===== src/sv/dwsp_pkg.sv =====
// Package for the dual wheel speed PID block.
// It holds field widths, reset values, register and mode codes, and shared types.
// No dependencies.
package dwsp_pkg;

  // Default parameter values for the top level.
  localparam int SPEED_WIDTH_DEF     = 16;
  localparam int FRAC_BITS_DEF       = 12;
  localparam int DUTY_FULL_SCALE_DEF = 100;

  // Fixed field widths.
  localparam int GAIN_W     = 16;
  localparam int LIMIT_W    = 17;
  localparam int CEIL_W     = 13;
  localparam int DUTY_W     = 8;
  localparam int MODE_W     = 2;
  localparam int CFG_IDX_W  = 3;
  localparam int CFG_DATA_W = 17;

  // Register reset values.
  localparam logic [GAIN_W-1:0]  GAIN_P_RST    = 16'd819;
  localparam logic [GAIN_W-1:0]  GAIN_I_RST    = 16'd614;
  localparam logic [GAIN_W-1:0]  GAIN_D_RST    = 16'd328;
  localparam logic [LIMIT_W-1:0] INT_LIMIT_RST = 17'd24576;
  localparam logic [CEIL_W-1:0]  CEILING_RST   = 13'd4096;

  // Register indexes.
  localparam logic [CFG_IDX_W-1:0] REG_GAIN_P_LEFT  = 3'd0;
  localparam logic [CFG_IDX_W-1:0] REG_GAIN_I_LEFT  = 3'd1;
  localparam logic [CFG_IDX_W-1:0] REG_GAIN_D_LEFT  = 3'd2;
  localparam logic [CFG_IDX_W-1:0] REG_GAIN_P_RIGHT = 3'd3;
  localparam logic [CFG_IDX_W-1:0] REG_GAIN_I_RIGHT = 3'd4;
  localparam logic [CFG_IDX_W-1:0] REG_GAIN_D_RIGHT = 3'd5;
  localparam logic [CFG_IDX_W-1:0] REG_INT_LIMIT    = 3'd6;
  localparam logic [CFG_IDX_W-1:0] REG_OUT_CEILING  = 3'd7;

  // Input word modes.
  localparam logic [MODE_W-1:0] MODE_TICK      = 2'd0;
  localparam logic [MODE_W-1:0] MODE_CLR_LEFT  = 2'd1;
  localparam logic [MODE_W-1:0] MODE_CLR_RIGHT = 2'd2;
  localparam logic [MODE_W-1:0] MODE_CLR_BOTH  = 2'd3;

  // One wheel's gain set.
  typedef struct packed {
    logic [GAIN_W-1:0] p;
    logic [GAIN_W-1:0] i;
    logic [GAIN_W-1:0] d;
  } gain_set_t;

  // Pipeline control handed from the top level to each lane.
  typedef struct packed {
    logic load1;  // tick word accepted: update loop state and fill stage 1
    logic clear;  // clear word accepted for this wheel
    logic adv2;   // stage 2 takes from stage 1
    logic adv3;   // stage 3 takes from stage 2
  } lane_ctl_t;

  // Elaboration-time maximum.
  function automatic int max_int(input int a, input int b);
    return (a > b) ? a : b;
  endfunction

endpackage


===== src/sv/dwsp_merge.sv =====
// Merge stage: turns both lanes' loop outputs into duty words and holds the result word.
// Owns the output register and its handshake.
// Depends on dwsp_pkg.
module dwsp_merge #(
  parameter int FRAC_BITS       = dwsp_pkg::FRAC_BITS_DEF,
  parameter int DUTY_FULL_SCALE = dwsp_pkg::DUTY_FULL_SCALE_DEF
) (
  input  logic                                  clk,
  input  logic                                  rst_n,
  input  logic                                  in_vld,
  output logic                                  take,
  input  logic [dwsp_pkg::CEIL_W-1:0]           lo_left,
  input  logic [dwsp_pkg::CEIL_W-1:0]           lo_right,
  input  logic                                  rev_left,
  input  logic                                  rev_right,
  input  logic [$clog2(DUTY_FULL_SCALE+1)-1:0]  rmag_left,
  input  logic [$clog2(DUTY_FULL_SCALE+1)-1:0]  rmag_right,
  output logic                                  out_valid,
  input  logic                                  out_stall,
  output logic signed [dwsp_pkg::DUTY_W-1:0]    out_duty_left,
  output logic signed [dwsp_pkg::DUTY_W-1:0]    out_duty_right,
  output logic [dwsp_pkg::CEIL_W-1:0]           out_loop_out_left,
  output logic [dwsp_pkg::CEIL_W-1:0]           out_loop_out_right
);
  import dwsp_pkg::*;

  localparam int DFS_W = $clog2(DUTY_FULL_SCALE + 1);
  localparam int FPW   = CEIL_W + DFS_W;
  localparam int DW    = max_int(DUTY_W, DFS_W + 1);

  logic                     valid_r;
  logic signed [DUTY_W-1:0] duty_l_r;
  logic signed [DUTY_W-1:0] duty_r_r;
  logic [CEIL_W-1:0]        lo_l_r;
  logic [CEIL_W-1:0]        lo_r_r;
  logic signed [DW-1:0]     duty_l;
  logic signed [DW-1:0]     duty_r;

  // Forward duty magnitude: out * full scale, fraction dropped, saturated.
  function automatic logic [DFS_W-1:0] fwd_mag(input logic [CEIL_W-1:0] lo);
    logic [FPW-1:0] prod;
    logic [FPW-1:0] shifted;
    prod    = FPW'(lo) * FPW'(DUTY_FULL_SCALE);
    shifted = prod >> FRAC_BITS;
    return (shifted > FPW'(DUTY_FULL_SCALE)) ? DFS_W'(DUTY_FULL_SCALE)
                                              : shifted[DFS_W-1:0];
  endfunction

  // Signed duty per wheel: a reverse wheel reports the negated open-loop value.
  always_comb begin
    duty_l = rev_left  ? -DW'(rmag_left)  : DW'(fwd_mag(lo_left));
    duty_r = rev_right ? -DW'(rmag_right) : DW'(fwd_mag(lo_right));
  end

  assign take = !valid_r || !out_stall;

  // Output register.
  always_ff @(posedge clk) begin
    if (!rst_n) begin
      valid_r <= 1'b0;
    end else if (take) begin
      valid_r <= in_vld;
    end
  end

  always_ff @(posedge clk) begin
    if (take) begin
      duty_l_r <= duty_l[DUTY_W-1:0];
      duty_r_r <= duty_r[DUTY_W-1:0];
      lo_l_r   <= lo_left;
      lo_r_r   <= lo_right;
    end
  end

  assign out_valid          = valid_r;
  assign out_duty_left      = duty_l_r;
  assign out_duty_right     = duty_r_r;
  assign out_loop_out_left  = lo_l_r;
  assign out_loop_out_right = lo_r_r;

endmodule


===== config.mk =====
export PLATFORM = sky130hd
export DESIGN_NAME = dwsp_merge
export DESIGN_NICKNAME = d
export VERILOG_FILES = /design/src/sv/dwsp_pkg.sv /design/src/sv/dwsp_merge.sv
export SDC_FILE = /design/constraint.sdc
export NUM_CORES = 1
export LEC_CHECK = 0
export BUFFER_PORTS_ARGS = -buffer_cell sky130_fd_sc_hd__buf_2
export CORE_UTILIZATION = 45
export DETAILED_ROUTE_END_ITERATION = 8
export PLACE_DENSITY = 0.78
export SLEW_MARGIN = 10
export SYNTH_ARGS = -nofsm -noshare
export SYNTH_HDL_FRONTEND = slang
export SYNTH_SLANG_ARGS = --single-unit

===== constraint.sdc =====
create_clock -name clk -period 5.5 [get_ports clk]
set_clock_uncertainty 0.15 [all_clocks]
set_input_delay 0.825 -clock clk [delete_from_list [all_inputs] [get_ports clk]]
set_output_delay 0.825 -clock clk [all_outputs]
set_load 0.05 [all_outputs]

# == Yosys cells after proc, flatten, opt, wreduce, memory -nomap -nowiden ==
# Cells that the tools add are included.
# classes
mux,4
add_sub_neg,2
magnitude_cmp,2
n_reduce_logical,3
n_mul,2
# ops
operator,n
$mul 13x5->18 const B,2
$mux 7,4
$gt 8x7->1 const B,2
$neg 7->8,2
$logic_not 1->1,2
$logic_or 1x1->1,1
# totals
input_bits,46
regBits,43

# == Depth between registers and ports, before layout ==
# logic_depth
word_depth,4
depth_mapped,13

# == Worst setup path after synthesis ==
# OpenSTA, ideal clock, no wires.
# synth_path
kind,input-to-reg
startpoint,input port lo_right[6] (netlist name)
endpoint,"register duty_r_r[1], in the netlist out_duty_right[1] (data pin)"
arrival_time_ns,3.670
setup_ns,0.257
path_stages,13
required_time_ns,5.093
setup_slack_ns,1.424
n_path_buf,0
path_cell_list,ha_1 > ha_1 > inv_1 > fa_1 > inv_1 > ha_1 > a21oi_1 > o211ai_1 > o21ai_1 > o21ai_2 > o31ai_1 > mux2_2 > a32o_1
# synth_via
elab_chain_cells,4
# synth_lines
item,line,rtl
from (decl),dwsp_merge.sv:13,"input logic [dwsp_pkg::CEIL_W-1:0] lo_right,"
$mul 13x5->18 *,dwsp_merge.sv:43,prod = FPW'(lo) * FPW'(DUTY_FULL_SCALE);
$gt 8x7->1,dwsp_merge.sv:45,return (shifted > FPW'(DUTY_FULL_SCALE)) ? DFS_W'(DUTY_FULL_SCALE)
$mux 7 *,dwsp_merge.sv:45,
$mux 7 *,dwsp_merge.sv:52,duty_r = rev_right ? -DW'(rmag_right) : DW'(fwd_mag(lo_right));
net duty_r[1],dwsp_merge.sv:37,logic signed [DW-1:0] duty_r;
to (signal assigned),dwsp_merge.sv:69,duty_r_r <= duty_r[DUTY_W-1:0];
to (decl),dwsp_merge.sv:33,logic signed [DUTY_W-1:0] duty_r_r;
# Mark *: on every way through the listed nets, which the timed path passes. The rest lies on a longest branch.
# A chain may end at the register's enable or synchronous reset.

# == Worst setup path after layout ==
# layout_path
startpoint,input port lo_right[6] (netlist name)
endpoint,"register duty_r_r[3], in the netlist out_duty_right[3] (data pin)"
# Same word-level chain as after synthesis.

==> impl_metrics.py <==
metrics = {
    "status": {
        "outcome": "finished, final reports clean",
    },
    "yosys": {
        "synth_cell_types": 43,
        "synthXorXnorAreaFrac_pct": 5.99,
        "synth.area.mux_share_pct": 0.570,
        "synth-edff-count": 42,
        "synthArstFlopShare_pct": 0,
        "synth_common_cells": "85 x ha_1, 70 x inv_1, 42 x edfxtp_1, 22 x a21oi_1, 21 x xor2_1",
        "avgSynthCellArea_um2": 10.6,
        "synth_top_family_by_area": "adder cells",
        "ys_warn_count": 0,
        "yosysTopAreaCellShare_pct": 31.9,
        "synth_nets": 518,
        "synth-compound-area-share_pct": 13.6,
        "ys_top_cells_by_area": "edfxtp_1 32%, ha_1 27%, fa_1 7.1%",
        "yosysMostFrequentCell": "ha_1",
        "synth_ff_type": "edfxtp_1",
        "synth_area_um2": 3950,
        "syn-instance-count": 373,
        "synth_fa_ha_area_share_pct": 34.0,
        "ys_seq_elements": 43,
        "synthSimpleGateAreaFrac_pct": 6.53,
        "seq_area_frac_synth_pct": 32.4,
        "synth_top_area_cell": "edfxtp_1",
    },
    "routing": {
        "drc": 0,
        "wl_mm": 7.85,
        "drt_iter0_drc": 60,
        "dr.pass1.iters": 5,
        "routedWlPerCell_um": 13.7,
        "vias": 3013,
        "postRouteAntennaNets": 0,
        "viasPerCell": 5.25,
    },
    "sta": {
        "tns_ns": 0,
        "timing.final.crit_share_pct": 76.0,
        "post-route-min-period_ns": 4.18,
        "slew_headroom_pct": 63.1,
        "finalSetupViolations": 0,
        "hold_viol_final": 0,
        "finalWorstSetupSlack_ns": 1.32,
        "holdWs_ns": 0.418,
        "slew_viol_final": 0,
        "grt_setup_unrepaired": "no",
        "fmax_mhz": 239,
        "tightest_slew_ns": 0.554,
    },
    "setup_path": {
        "r2r.worst_path.cells": 2,
        "timing.critical_path.arrival_ns": 4.08,
        "r2r-end": "out_duty_left[1]",
        "worstPathMaxFanout": 6,
        "worstSetupPathType": "input pin to register",
        "reg2reg_setup_slack_ns": 4.11,
        "r2r_start": "out_valid",
        "worstPathRequired_ns": 5.41,
        "worstSetupEndpointType": "register",
        "startpoint_type": "input pin",
    },
    "place": {
        "place_area_um2": 4530,
        "place.gp.congestion": 0.820,
        "port_buffers": 89,
        "pre_cts_ws_ns": 1.03,
        "post-place-cells": 566,
        "dp_hpwl_mm": 6.51,
    },
    "pwr": {
        "cellLeakagePower_nw": 2.42,
        "irDropWorstVdd_mv": 0.113,
        "power_mw": 1.45,
        "power_density_nw_per_um2": 311,
    },
    "cts": {
        "clkLatencyLatePin_ns": 0.30,
        "cts_resized": 0,
        "cts_tree": "done",
        "clock-sinks": 43,
        "cts_setup_buffers": 0,
        "cts_root_buf": "clkbuf_8",
        "htree_levels": 2,
        "numCtsBuffers": 5,
        "clk_path_buf_depth": 2,
        "ctsHoldBuffers": 0,
        "clk_pin_slew_worst_paths_ns": 0.09,
    },
    "global_route": {
        "grt_pass1_vias": 2954,
        "antenna_found_initial": 0,
        "grt_remaining_overflow": 0,
        "grt_max_degree": 44,
        "grt_pass1_wl_mm": 12.8,
        "grt_use_total_pct": 18.2,
    },
    "min_path": {
        "hold_start": "out_valid",
        "min_path_type": "register to register",
        "hold_depth": 2,
        "whs_endpoint": "out_valid",
    },
    "finish": {
        "syn_to_final_growth_pct": 18.1,
        "stdcell_count": 574,
        "diodes": 0,
        "final_core_util_pct": 55.9,
        "drive_gt1_share_pct": 22.8,
        "n_fill_cell": 734,
        "final_area_um2": 4670,
        "final_nets": 613,
    },
    "job": {
        "cap_violations": 0,
    },
    "floorplan": {
        "rows": 33,
        "die-area_um2": 9160,
        "fp.coreArea_um2": 8340,
        "dieWidth_um": 95.7,
        "start_util_pct": 47.4,
        "ioPinCount": 90,
        "fp.dieH_um": 95.7,
    },
}
-- worst max path at each step --
stage                              endpoint  slack, ns   startpoint
after CTS                 out_duty_right[3]       1.35  lo_right[6]
after global placement    out_duty_right[4]       1.15  lo_right[6]
after global routing      out_duty_right[3]       1.17  lo_right[6]
final                     out_duty_right[3]       1.32  lo_right[6]
after detailed placement  out_duty_right[3]       1.03  lo_right[6]
after floorplan           out_duty_right[1]       1.42  lo_right[6]
-- worst max-delay path, cell delays in order --
cell and delay (ns):
buf_2 0.13, ha_1 0.29, ha_1 0.27, inv_1 0.05, fa_1 0.51, inv_1 0.05, ha_1 0.38, a21oi_1 0.19
o211ai_1 0.11, o21ai_1 0.25, o21ai_2 0.11, o31ai_1 0.25, mux2_2 0.42, a32o_1 0.24
-- area by class of cell --
cell class / count / area, um2 / area share (%)
multi-input combinational: 258 / 2400 / 51.5
clock inverter: 3 / 67.6 / 1.45
timing repair buffer: 90 / 453 / 9.71
inverter: 70 / 263 / 5.63
sequential: 43 / 1280 / 27.5
tap: 105 / 131 / 2.82
clock buffer: 5 / 68.8 / 1.47
-- sequential cells by signal, indices dropped and copies added (netlist names) --
signal and flops:
out_duty_right 8, out_valid 1, out_duty_left 8, out_loop_out_left 13, out_loop_out_right 13
-- logic make-up (layout without fill, tap and decap cells) --
family	Yosys count	count (layout)
AND/OR/NAND/NOR	56	56
XOR/XNOR	27	27
multiplexers	2	2
flip-flops	43	43
adder cells (fa/ha/maj)	99	99
AO/OA/AOI/OAI	74	74
buffers and inverters	72	168
-- per-layer routing --
layer / up-vias / global-route usage (%) / wire length [um]
met2: 67 / 34.8 / 4210
met1: 1424 / 21.2 / 3300
met5: - / 0 / 0
met3: 4 / 2.84 / 300
li1: 1518 / - / -
met4: 0 / 4.10 / 42
-- layout by cell type, fill, tap and decap left out, types with 2 or more instances in the layout --
cell type	count
inv_1	70
a21o_1	7
o211ai_1	4
nand4_1	3
a211oi_1	4
o21a_1	2
xor2_1	21
o31ai_1	2
xnor2_1	6
nor2_1	16
nor3_1	6
o21bai_1	2
a22oi_1	4
buf_2	89
nor2b_1	2
o21ai_2	3
nand2_1	16
ha_1	85
a21oi_1	22
o21ai_0	5
bufinv_16	2
nand3_1	3
a32o_1	6
clkbuf_8	5
nand2b_1	2
edfxtp_1	42
o21ai_1	2
mux2_2	2
a31oi_1	2
or3_1	3
fa_1	14
-- where the power goes --
| part | switching [mW] | total, mW | leakage (nW) | internal, mW |
|---|---|---|---|---|
| clock network | 0.117 | 0.298 | 0.0644 | 0.181 |
| logic | 0.476 | 0.730 | 1.91 | 0.254 |
| registers | 0.0102 | 0.421 | 0.445 | 0.411 |
| total | 0.603 | 1.45 | 2.42 | 0.846 |
No activity file was read; power rests on OpenSTA's default activity.
