`src/sv/dwsp_pkg.sv`:
```
// Package for the dual wheel speed PID block.
// It holds field widths, reset values, register and mode codes, and shared types.
// No dependencies.
package dwsp_pkg;

  // Default parameter values for the top level.
  localparam int SPEED_WIDTH_DEF     = 16;
  localparam int FRAC_BITS_DEF       = 12;
  localparam int DUTY_FULL_SCALE_DEF = 100;

  // Fixed field widths.
  localparam int GAIN_W     = 16;
  localparam int LIMIT_W    = 17;
  localparam int CEIL_W     = 13;
  localparam int DUTY_W     = 8;
  localparam int MODE_W     = 2;
  localparam int CFG_IDX_W  = 3;
  localparam int CFG_DATA_W = 17;

  // Register reset values.
  localparam logic [GAIN_W-1:0]  GAIN_P_RST    = 16'd819;
  localparam logic [GAIN_W-1:0]  GAIN_I_RST    = 16'd614;
  localparam logic [GAIN_W-1:0]  GAIN_D_RST    = 16'd328;
  localparam logic [LIMIT_W-1:0] INT_LIMIT_RST = 17'd24576;
  localparam logic [CEIL_W-1:0]  CEILING_RST   = 13'd4096;

  // Register indexes.
  localparam logic [CFG_IDX_W-1:0] REG_GAIN_P_LEFT  = 3'd0;
  localparam logic [CFG_IDX_W-1:0] REG_GAIN_I_LEFT  = 3'd1;
  localparam logic [CFG_IDX_W-1:0] REG_GAIN_D_LEFT  = 3'd2;
  localparam logic [CFG_IDX_W-1:0] REG_GAIN_P_RIGHT = 3'd3;
  localparam logic [CFG_IDX_W-1:0] REG_GAIN_I_RIGHT = 3'd4;
  localparam logic [CFG_IDX_W-1:0] REG_GAIN_D_RIGHT = 3'd5;
  localparam logic [CFG_IDX_W-1:0] REG_INT_LIMIT    = 3'd6;
  localparam logic [CFG_IDX_W-1:0] REG_OUT_CEILING  = 3'd7;

  // Input word modes.
  localparam logic [MODE_W-1:0] MODE_TICK      = 2'd0;
  localparam logic [MODE_W-1:0] MODE_CLR_LEFT  = 2'd1;
  localparam logic [MODE_W-1:0] MODE_CLR_RIGHT = 2'd2;
  localparam logic [MODE_W-1:0] MODE_CLR_BOTH  = 2'd3;

  // One wheel's gain set.
  typedef struct packed {
    logic [GAIN_W-1:0] p;
    logic [GAIN_W-1:0] i;
    logic [GAIN_W-1:0] d;
  } gain_set_t;

  // Pipeline control handed from the top level to each lane.
  typedef struct packed {
    logic load1;  // tick word accepted: update loop state and fill stage 1
    logic clear;  // clear word accepted for this wheel
    logic adv2;   // stage 2 takes from stage 1
    logic adv3;   // stage 3 takes from stage 2
  } lane_ctl_t;

  // Elaboration-time maximum.
  function automatic int max_int(input int a, input int b);
    return (a > b) ? a : b;
  endfunction

endpackage

```
`src/sv/dwsp_lane.sv`:
```
// One wheel's PID lane: loop state, error and integral update, products and clamp.
// Three pipeline stages; the loop state updates in the cycle a tick word is accepted.
// Depends on dwsp_pkg.
module dwsp_lane #(
  parameter int SPEED_WIDTH     = dwsp_pkg::SPEED_WIDTH_DEF,
  parameter int FRAC_BITS       = dwsp_pkg::FRAC_BITS_DEF,
  parameter int DUTY_FULL_SCALE = dwsp_pkg::DUTY_FULL_SCALE_DEF
) (
  input  logic                                       clk,
  input  logic                                       rst_n,
  input  dwsp_pkg::lane_ctl_t                        ctl,
  input  dwsp_pkg::gain_set_t                        gain,
  input  logic [dwsp_pkg::LIMIT_W-1:0]               int_limit,
  input  logic [dwsp_pkg::CEIL_W-1:0]                out_ceiling,
  input  logic signed [SPEED_WIDTH-1:0]              target,
  input  logic signed [SPEED_WIDTH-1:0]              measured,
  input  logic                                       reverse,
  output logic [dwsp_pkg::CEIL_W-1:0]                loop_out,
  output logic                                       rev_o,
  output logic [$clog2(DUTY_FULL_SCALE+1)-1:0]       rev_mag
);
  import dwsp_pkg::*;

  localparam int EW    = SPEED_WIDTH + 1;
  localparam int IW    = LIMIT_W + 1;
  localparam int AW    = max_int(IW, EW) + 1;
  localparam int DEW   = EW + 1;
  localparam int GW1   = GAIN_W + 1;
  localparam int PPW   = EW + GW1;
  localparam int PIW   = IW + GW1;
  localparam int PDW   = DEW + GW1;
  localparam int SUMW  = max_int(max_int(PPW, PIW), PDW) + 2;
  localparam int SHW   = SUMW - FRAC_BITS;
  localparam int CMPW  = max_int(SHW, CEIL_W);
  localparam int DFS_W = $clog2(DUTY_FULL_SCALE + 1);
  localparam int RPW   = SPEED_WIDTH + DFS_W;

  // Loop state.
  logic signed [EW-1:0]  perr_r;
  logic signed [IW-1:0]  integ_r;

  // Stage 1.
  logic signed [EW-1:0]    e1_r;
  logic signed [IW-1:0]    i1_r;
  logic signed [DEW-1:0]   de1_r;
  logic [SPEED_WIDTH-1:0]  mag1_r;
  logic                    rev1_r;

  // Stage 2.
  logic signed [PPW-1:0]   pp2_r;
  logic signed [PIW-1:0]   pi2_r;
  logic signed [PDW-1:0]   pd2_r;
  logic [DFS_W-1:0]        rmag2_r;
  logic                    rev2_r;

  // Stage 3.
  logic [CEIL_W-1:0]       lo3_r;
  logic [DFS_W-1:0]        rmag3_r;
  logic                    rev3_r;

  logic signed [EW-1:0]    err;
  logic signed [AW-1:0]    acc;
  logic signed [AW-1:0]    lim_pos;
  logic signed [AW-1:0]    lim_neg;
  logic signed [AW-1:0]    acc_clamped;
  logic signed [IW-1:0]    integ_nxt;
  logic signed [DEW-1:0]   de;
  logic signed [SPEED_WIDTH:0] tgt_ext;
  logic signed [SPEED_WIDTH:0] tgt_abs;
  logic signed [GAIN_W:0]  gp_s;
  logic signed [GAIN_W:0]  gi_s;
  logic signed [GAIN_W:0]  gd_s;
  logic [RPW-1:0]          rprod;
  logic [RPW-1:0]          rshift;
  logic [DFS_W-1:0]        rmag;
  logic signed [SUMW-1:0]  sum;
  logic [SHW-1:0]          sh;
  logic                    sum_pos;
  logic [CEIL_W-1:0]       lo;

  // Error, clamped integral and error difference.
  always_comb begin
    err         = EW'(target) - EW'(measured);
    acc         = AW'(integ_r) + AW'(err);
    lim_pos     = signed'(AW'(int_limit));
    lim_neg     = -lim_pos;
    if (acc > lim_pos) begin
      acc_clamped = lim_pos;
    end else if (acc < lim_neg) begin
      acc_clamped = lim_neg;
    end else begin
      acc_clamped = acc;
    end
    integ_nxt   = (gain.i != '0) ? IW'(acc_clamped) : integ_r;
    de          = DEW'(err) - DEW'(perr_r);
    tgt_ext     = (SPEED_WIDTH+1)'(target);
    tgt_abs     = (tgt_ext < 0) ? -tgt_ext : tgt_ext;
  end

  // Loop state: updated on a tick, zeroed on a clear.
  always_ff @(posedge clk) begin
    if (!rst_n) begin
      perr_r  <= '0;
      integ_r <= '0;
    end else if (ctl.load1) begin
      perr_r  <= err;
      integ_r <= integ_nxt;
    end else if (ctl.clear) begin
      perr_r  <= '0;
      integ_r <= '0;
    end
  end

  // Stage 1 payload.
  always_ff @(posedge clk) begin
    if (ctl.load1) begin
      e1_r   <= err;
      i1_r   <= integ_nxt;
      de1_r  <= de;
      mag1_r <= tgt_abs[SPEED_WIDTH-1:0];
      rev1_r <= reverse;
    end
  end

  // Stage 2: the three gain products and the open-loop reverse duty.
  always_comb begin
    gp_s   = signed'({1'b0, gain.p});
    gi_s   = signed'({1'b0, gain.i});
    gd_s   = signed'({1'b0, gain.d});
    rprod  = RPW'(mag1_r) * RPW'(DUTY_FULL_SCALE);
    rshift = rprod >> FRAC_BITS;
    rmag   = (rshift > RPW'(DUTY_FULL_SCALE)) ? DFS_W'(DUTY_FULL_SCALE)
                                               : rshift[DFS_W-1:0];
  end

  always_ff @(posedge clk) begin
    if (ctl.adv2) begin
      pp2_r   <= PPW'(gp_s) * PPW'(e1_r);
      pi2_r   <= PIW'(gi_s) * PIW'(i1_r);
      pd2_r   <= PDW'(gd_s) * PDW'(de1_r);
      rmag2_r <= rmag;
      rev2_r  <= rev1_r;
    end
  end

  // Stage 3: sum, drop the fraction, clamp to 0..ceiling.
  always_comb begin
    sum     = SUMW'(pp2_r) + SUMW'(pi2_r) + SUMW'(pd2_r);
    sh      = sum[SUMW-1:FRAC_BITS];
    sum_pos = !sum[SUMW-1] && (sum != '0);
    if (!sum_pos) begin
      lo = '0;
    end else if (CMPW'(sh) > CMPW'(out_ceiling)) begin
      lo = out_ceiling;
    end else begin
      lo = sh[CEIL_W-1:0];
    end
  end

  always_ff @(posedge clk) begin
    if (ctl.adv3) begin
      lo3_r   <= lo;
      rmag3_r <= rmag2_r;
      rev3_r  <= rev2_r;
    end
  end

  assign loop_out = lo3_r;
  assign rev_o    = rev3_r;
  assign rev_mag  = rmag3_r;

endmodule

```
`config.mk`:
```
export PLATFORM = sky130hd
export DESIGN_NAME = dwsp_lane
export DESIGN_NICKNAME = d
export VERILOG_FILES = /design/src/sv/dwsp_pkg.sv /design/src/sv/dwsp_lane.sv
export SDC_FILE = /design/constraint.sdc
export NUM_CORES = 2
export LEC_CHECK = 0
export BUFFER_PORTS_ARGS = -buffer_cell sky130_fd_sc_hd__buf_2
export CAP_MARGIN = 20
export CORE_UTILIZATION = 40
export CTS_CLUSTER_DIAMETER = 80
export DETAILED_ROUTE_END_ITERATION = 16
export MAX_ROUTING_LAYER = met4
export SYNTH_ARGS = -nofsm -noshare
export SYNTH_HDL_FRONTEND = slang
export SYNTH_SLANG_ARGS = --single-unit
```
`constraint.sdc`:
```
create_clock -name clk -period 12 [get_ports clk]
set_clock_uncertainty 0.15 [all_clocks]
set_input_delay 2.4 -clock clk [delete_from_list [all_inputs] [get_ports clk]]
set_output_delay 2.4 -clock clk [all_outputs]
set_load 0.02 [all_outputs]
```
== Word-level counts from Yosys, hierarchy flattened ==
Cells that the tools add are included.

* Add/subtract/negate cells: 7
* Multiply operators: 4
* $lt $le $gt $ge: 5
* Multiplexer cells: 9
* Reductions and logical operators: 5

{| class="wikitable"
|+ Operators with widths
! kind !! number
|-
| $mux 18 || 5
|-
| $mul 17x18->35 || 2
|-
| $add 36x35->37 || 1
|-
| $reduce_bool 37->1 || 1
|-
| $add 34x35->36 || 1
|-
| $mul 17x17->34 || 1
|-
| $mux 17 || 2
|-
| $gt 25x13->1 || 1
|-
| $mul 16x5->21 const B || 1
|-
| $add 18x17->19 || 1
|-
| $gt 19x18->1 || 1
|-
| $lt 19x19->1 || 1
|-
| $neg 17->19 || 1
|-
| $sub 17x17->18 || 1
|-
| $sub 16x16->17 || 1
|-
| $lt 16x1->1 const B || 1
|-
| $mux 16 || 1
|-
| $neg 16->16 || 1
|-
| $reduce_bool 16->1 || 1
|-
| $mux 13 || 1
|-
| $gt 11x7->1 const B || 1
|-
| $reduce_bool 2->1 || 1
|-
| $logic_and 1x1->1 || 1
|-
| $logic_not 1->1 || 1
|}

* Register bits after elaboration: 238
* Bits of input ports: 117
* Output and inout bits: 21
* Logic and storage cells: 45

== Logic depth before layout (Yosys ltp) ==
* Depth after elaboration: 7
* Depth in mapped cells: 32
* Gate-level depth less buffers: 31

== Least setup slack after synthesis ==
OpenSTA, ideal clock, no wires.

* Path type: in2reg
* From: in gain[18] in the netlist's numbering
* To: reg pi2_r[34], data pin
* Data arrival time: 8710 ps
* Data required time: 11590 ps
* Slack: 2880 ps
* Stages on the path: 26
* Path buffers: 2
* Cells stage by stage: clkbuf_1 > clkbuf_1 > nand2_1 > fa_1 > inv_1 > fa_1 > inv_1 > fa_1 > inv_1 > fa_1 > inv_1 > fa_1 > fa_1 > inv_1 > ha_1 > and4_1 > a21oi_1 > nand3_1 > o31ai_1 > o2111ai_1 > nand2_1 > o21ai_0 > or4_1 > a31o_2 > a21oi_1 > xnor2_1

* Word-level cells in the longest chain between the ends: 1

{| class="wikitable"
|+ RTL lines
! item !! line !! RTL
|-
| start: declaration || dwsp_lane.sv:12 || <nowiki>input dwsp_pkg::gain_set_t gain,</nowiki>
|-
| $mul 17x18->35 || dwsp_lane.sv:139 || <nowiki>pi2_r <= PIW'(gi_s) * PIW'(i1_r);</nowiki>
|-
| end signal: assignment || dwsp_lane.sv:139 ||
|-
| end: declaration || dwsp_lane.sv:51 || <nowiki>logic signed [PIW-1:0] pi2_r;</nowiki>
|}

Every way passes these cells.
A chain may end at the register's enable or synchronous reset.

== Worst setup path after layout ==
* From: in target[0]
* To: reg i1_r[5], data pin

* Word-level cells in the longest chain between the ends: 6
* Elaborated cells on any way between the ends: 7

{| class="wikitable"
|+ RTL lines
! item !! line !! RTL
|-
| start: declaration || dwsp_lane.sv:15 || <nowiki>input logic signed [SPEED_WIDTH-1:0] target,</nowiki>
|-
| $sub 16x16->17 (*) || dwsp_lane.sv:83 || <nowiki>err = EW'(target) - EW'(measured);</nowiki>
|-
| net err[10] || dwsp_lane.sv:61 || <nowiki>logic signed [EW-1:0] err;</nowiki>
|-
| $add 18x17->19 (*) || dwsp_lane.sv:84 || <nowiki>acc = AW'(integ_r) + AW'(err);</nowiki>
|-
| $lt 19x19->1 || dwsp_lane.sv:89 || <nowiki>end else if (acc < lim_neg) begin</nowiki>
|-
| $mux 18 || dwsp_lane.sv:89 ||
|-
| $mux 18 (*) || dwsp_lane.sv:87 || <nowiki>if (acc > lim_pos) begin</nowiki>
|-
| $mux 18 (*) || dwsp_lane.sv:94 || <nowiki>integ_nxt = (gain.i != '0) ? IW'(acc_clamped) : integ_r;</nowiki>
|-
| net integ_nxt[5] || dwsp_lane.sv:66 || <nowiki>logic signed [IW-1:0] integ_nxt;</nowiki>
|-
| end signal: assignment || dwsp_lane.sv:118 || <nowiki>i1_r <= integ_nxt;</nowiki>
|-
| end: declaration || dwsp_lane.sv:44 || <nowiki>logic signed [IW-1:0] i1_r;</nowiki>
|}

Mark *: on every way through the listed nets, which the timed path passes. The rest lies on a longest branch.

==> metrics.yaml <==
drt:
  post_drt_via_cell_ratio: 5.09
  drt_iter0_drc: 1990
  vias: 34000
  routedWlPerCell_um: 17.8
  dr.pass1.iters: 6
  wl_um: 119000
  drc: 0
  ant_nets: 0
sta:
  maxSlewViolCount: 0
  fmax_ghz: 0.110
  timing.final.ws_setup_ps: 2940
  min_period_ps: 9060
  setup_viol: 0
  fin_tns_setup_ps: 0
  relSlewSlack: 0.297
  rsz0062_at_grt: "no"
  fin_crit_sh: 0.755
  tightest_slew_ps: 1050
  hold_viol: 0
grt:
  grt_max_degree: 66
  overflow: 0
  antenna_found_initial: 3
  grt_use_total: 0.209
  grtUsageMet2: 0.341
  grt_util_met1: 0.285
  grt_pass1_vias: 35400
  use_met3: 0.0172
  grt.busiest_layer: "met2"
  grt_pass1_wl_um: 193000
yosys:
  ys_ff_latch: 238
  netlist-cell-type-count: 78
  syn_area_sq_um: 47300
  yosysWarnings: 0
  synthCells: 5108
  ys.flop_type: "edfxtp_1"
  synth_edf_count: 203
  syn_nets: 6561
  async_reset_ff_frac: 0
  postSynthAreaPerCell_sq_um: 9.26
  yosysSeqAreaShare: 0.144
die:
  fp.dieW_um: 346
  die_area_sq_um: 120000
  rows: 125
  core_sq_um: 117000
  ioPinCount: 138
  die_height_um: 346
  start_util: 0.406
setup_path:
  worst_setup_path_start_kind: "input pin"
  cp_num_buf_inv: 3
  worstSetupEndpointType: "flip-flop"
  critPathSlowestCell: "a311oi_1"
  cp.required_ps: 12170
  crit_type: "input pin to flip-flop"
  cp_common_cell: "o21ai_0"
  cp_top_family: "compound AO/OA/AOI/OAI gates"
  max_stage_delay_ps: 450
  arrival_ps: 9230
  path_max_fanout: 35
clocking:
  cts_made_buffers: 29
  postCtsHoldBufs: 0
  cts_tree: "done"
  clkTransAtPathRegs_ps: 70
  postCtsResizedCells: 0
  clk_latency_ps: 600
  root_buffer: "clkbuf_16"
  ctsLongestPathBuffers: 3
  postCtsSetupBuffers: 0
  cts_sinks: 238
  h-tree-depth: 1
finish:
  filler_cell_count: 11500
  area_growth_syn_to_layout_pct: 6.65
  final_cell_mix: "1157 x inv_1, 844 x fa_1, 634 x nand2_1, 492 x ha_1, 338 x and2_1"
  drive_gt1_frac: 0.0448
  nets: 6589
  mostFrequentLayoutCell: "inv_1"
job:
  cap_violations: 0
outcome:
  status: "finished, final reports clean"
place:
  pre_cts_ws_ps: 2460
  post-dp-hpwl_um: 97400
  gp_congestion: 0.911
  io_buffers: 137
min_path:
  min_path_type: "flip-flop to flip-flop"
## metrics by stage
stage          utilization  instance area [sq um]  hold WS [ps]  instances
5_1_grt              0.432                  50500           269       6685
4_1_cts              0.432                  50400           267       6680
3_3_place_gp         0.424                  49500           251       6627
6_report             0.432                  50500           266       6685
3_5_place_dp         0.424                  49500           255       6627
2_1_floorplan            -                  47300           250       5108
## sequential cells by signal, indices dropped and copies added, names as in the netlist
| signal | count |
|---|---|
| rev1_r | 1 |
| integ_r | 18 |
| rev_mag | 7 |
| pp2_r | 34 |
| pd2_r | 35 |
| de1_r | 18 |
| pi2_r | 35 |
| loop_out | 13 |
| mag1_r | 16 |
| rmag2_r | 7 |
| i1_r | 18 |
| e1_r | 17 |
| perr_r | 17 |
| rev_o | 1 |
| rev2_r | 1 |
## final cells by class
| cell class | instances | area, sq um | area share |
|---|---|---|---|
| Timing Repair Buffer | 154 | 816 | 0.0162 |
| Sequential cell | 238 | 6800 | 0.135 |
| Antenna cell | 3 | 7.51 | 0.000149 |
| Multi-Input combinational cell | 3556 | 35600 | 0.706 |
| Inverter | 1157 | 4340 | 0.0861 |
| Tap cell | 1524 | 1910 | 0.0378 |
| Clock buffer | 31 | 733 | 0.0145 |
| Clock inverter | 22 | 254 | 0.00503 |
## synth_stat cells, types with 14 or more instances
cell type	instances	area, sq um
fa_1	844	16900
nand4_1	17	106
nand2_1	634	2380
nand2b_1	54	338
clkbuf_1	151	567
and2_1	338	2110
a21o_1	48	360
a21oi_1	178	891
ha_1	492	6160
a211oi_1	14	105
a22o_1	15	131
o21bai_1	25	188
edfxtp_1	203	6100
nor2b_1	53	332
nor2_1	135	507
xnor2_1	145	1270
nor4_1	14	87.6
and3_1	16	100
o21a_1	45	338
dfxtp_1	35	701
inv_1	1157	4340
nand3_1	44	220
or3_1	17	106
o31ai_1	17	128
nor3_1	57	285
xor2_1	37	324
o21ai_0	124	621
## routing by layer
| layer | vias up | share of wire |
|---|---|---|
| met1 | 17200 | 0.46 |
| met4 | 0 | 0.019 |
| met2 | 750 | 0.48 |
| met3 | 135 | 0.043 |
| li1 | 15900 | - |
| met5 | - | 0 |
## kinds of logic after synthesis
| family | after synthesis | share of synthesized area |
|---|---|---|
| adders and majority gates | 1336 | 0.487 |
| DFF | 238 | 0.144 |
| buffers and inverters | 1314 | 0.104 |
| AOI/OAI and AO/OA | 600 | 0.0814 |
| and+or+nand+nor | 1426 | 0.147 |
| xor gates and xnor gates | 182 | 0.0337 |
| muxes | 12 | 0.00262 |
## final timing paths
path         cells after the start  slack (ps)    endpoint        from
max                             31        2940     i1_r[5]   target[0]
min                              0         270  rev_mag[5]  rmag2_r[5]
max reg2reg                     24        4470   pi2_r[34]    i1_r[16]
min reg2reg                      0         270  rev_mag[5]  rmag2_r[5]
Power is not shown: default switching activity piles up to over one toggle a cycle in this logic, so the estimate is an artifact.
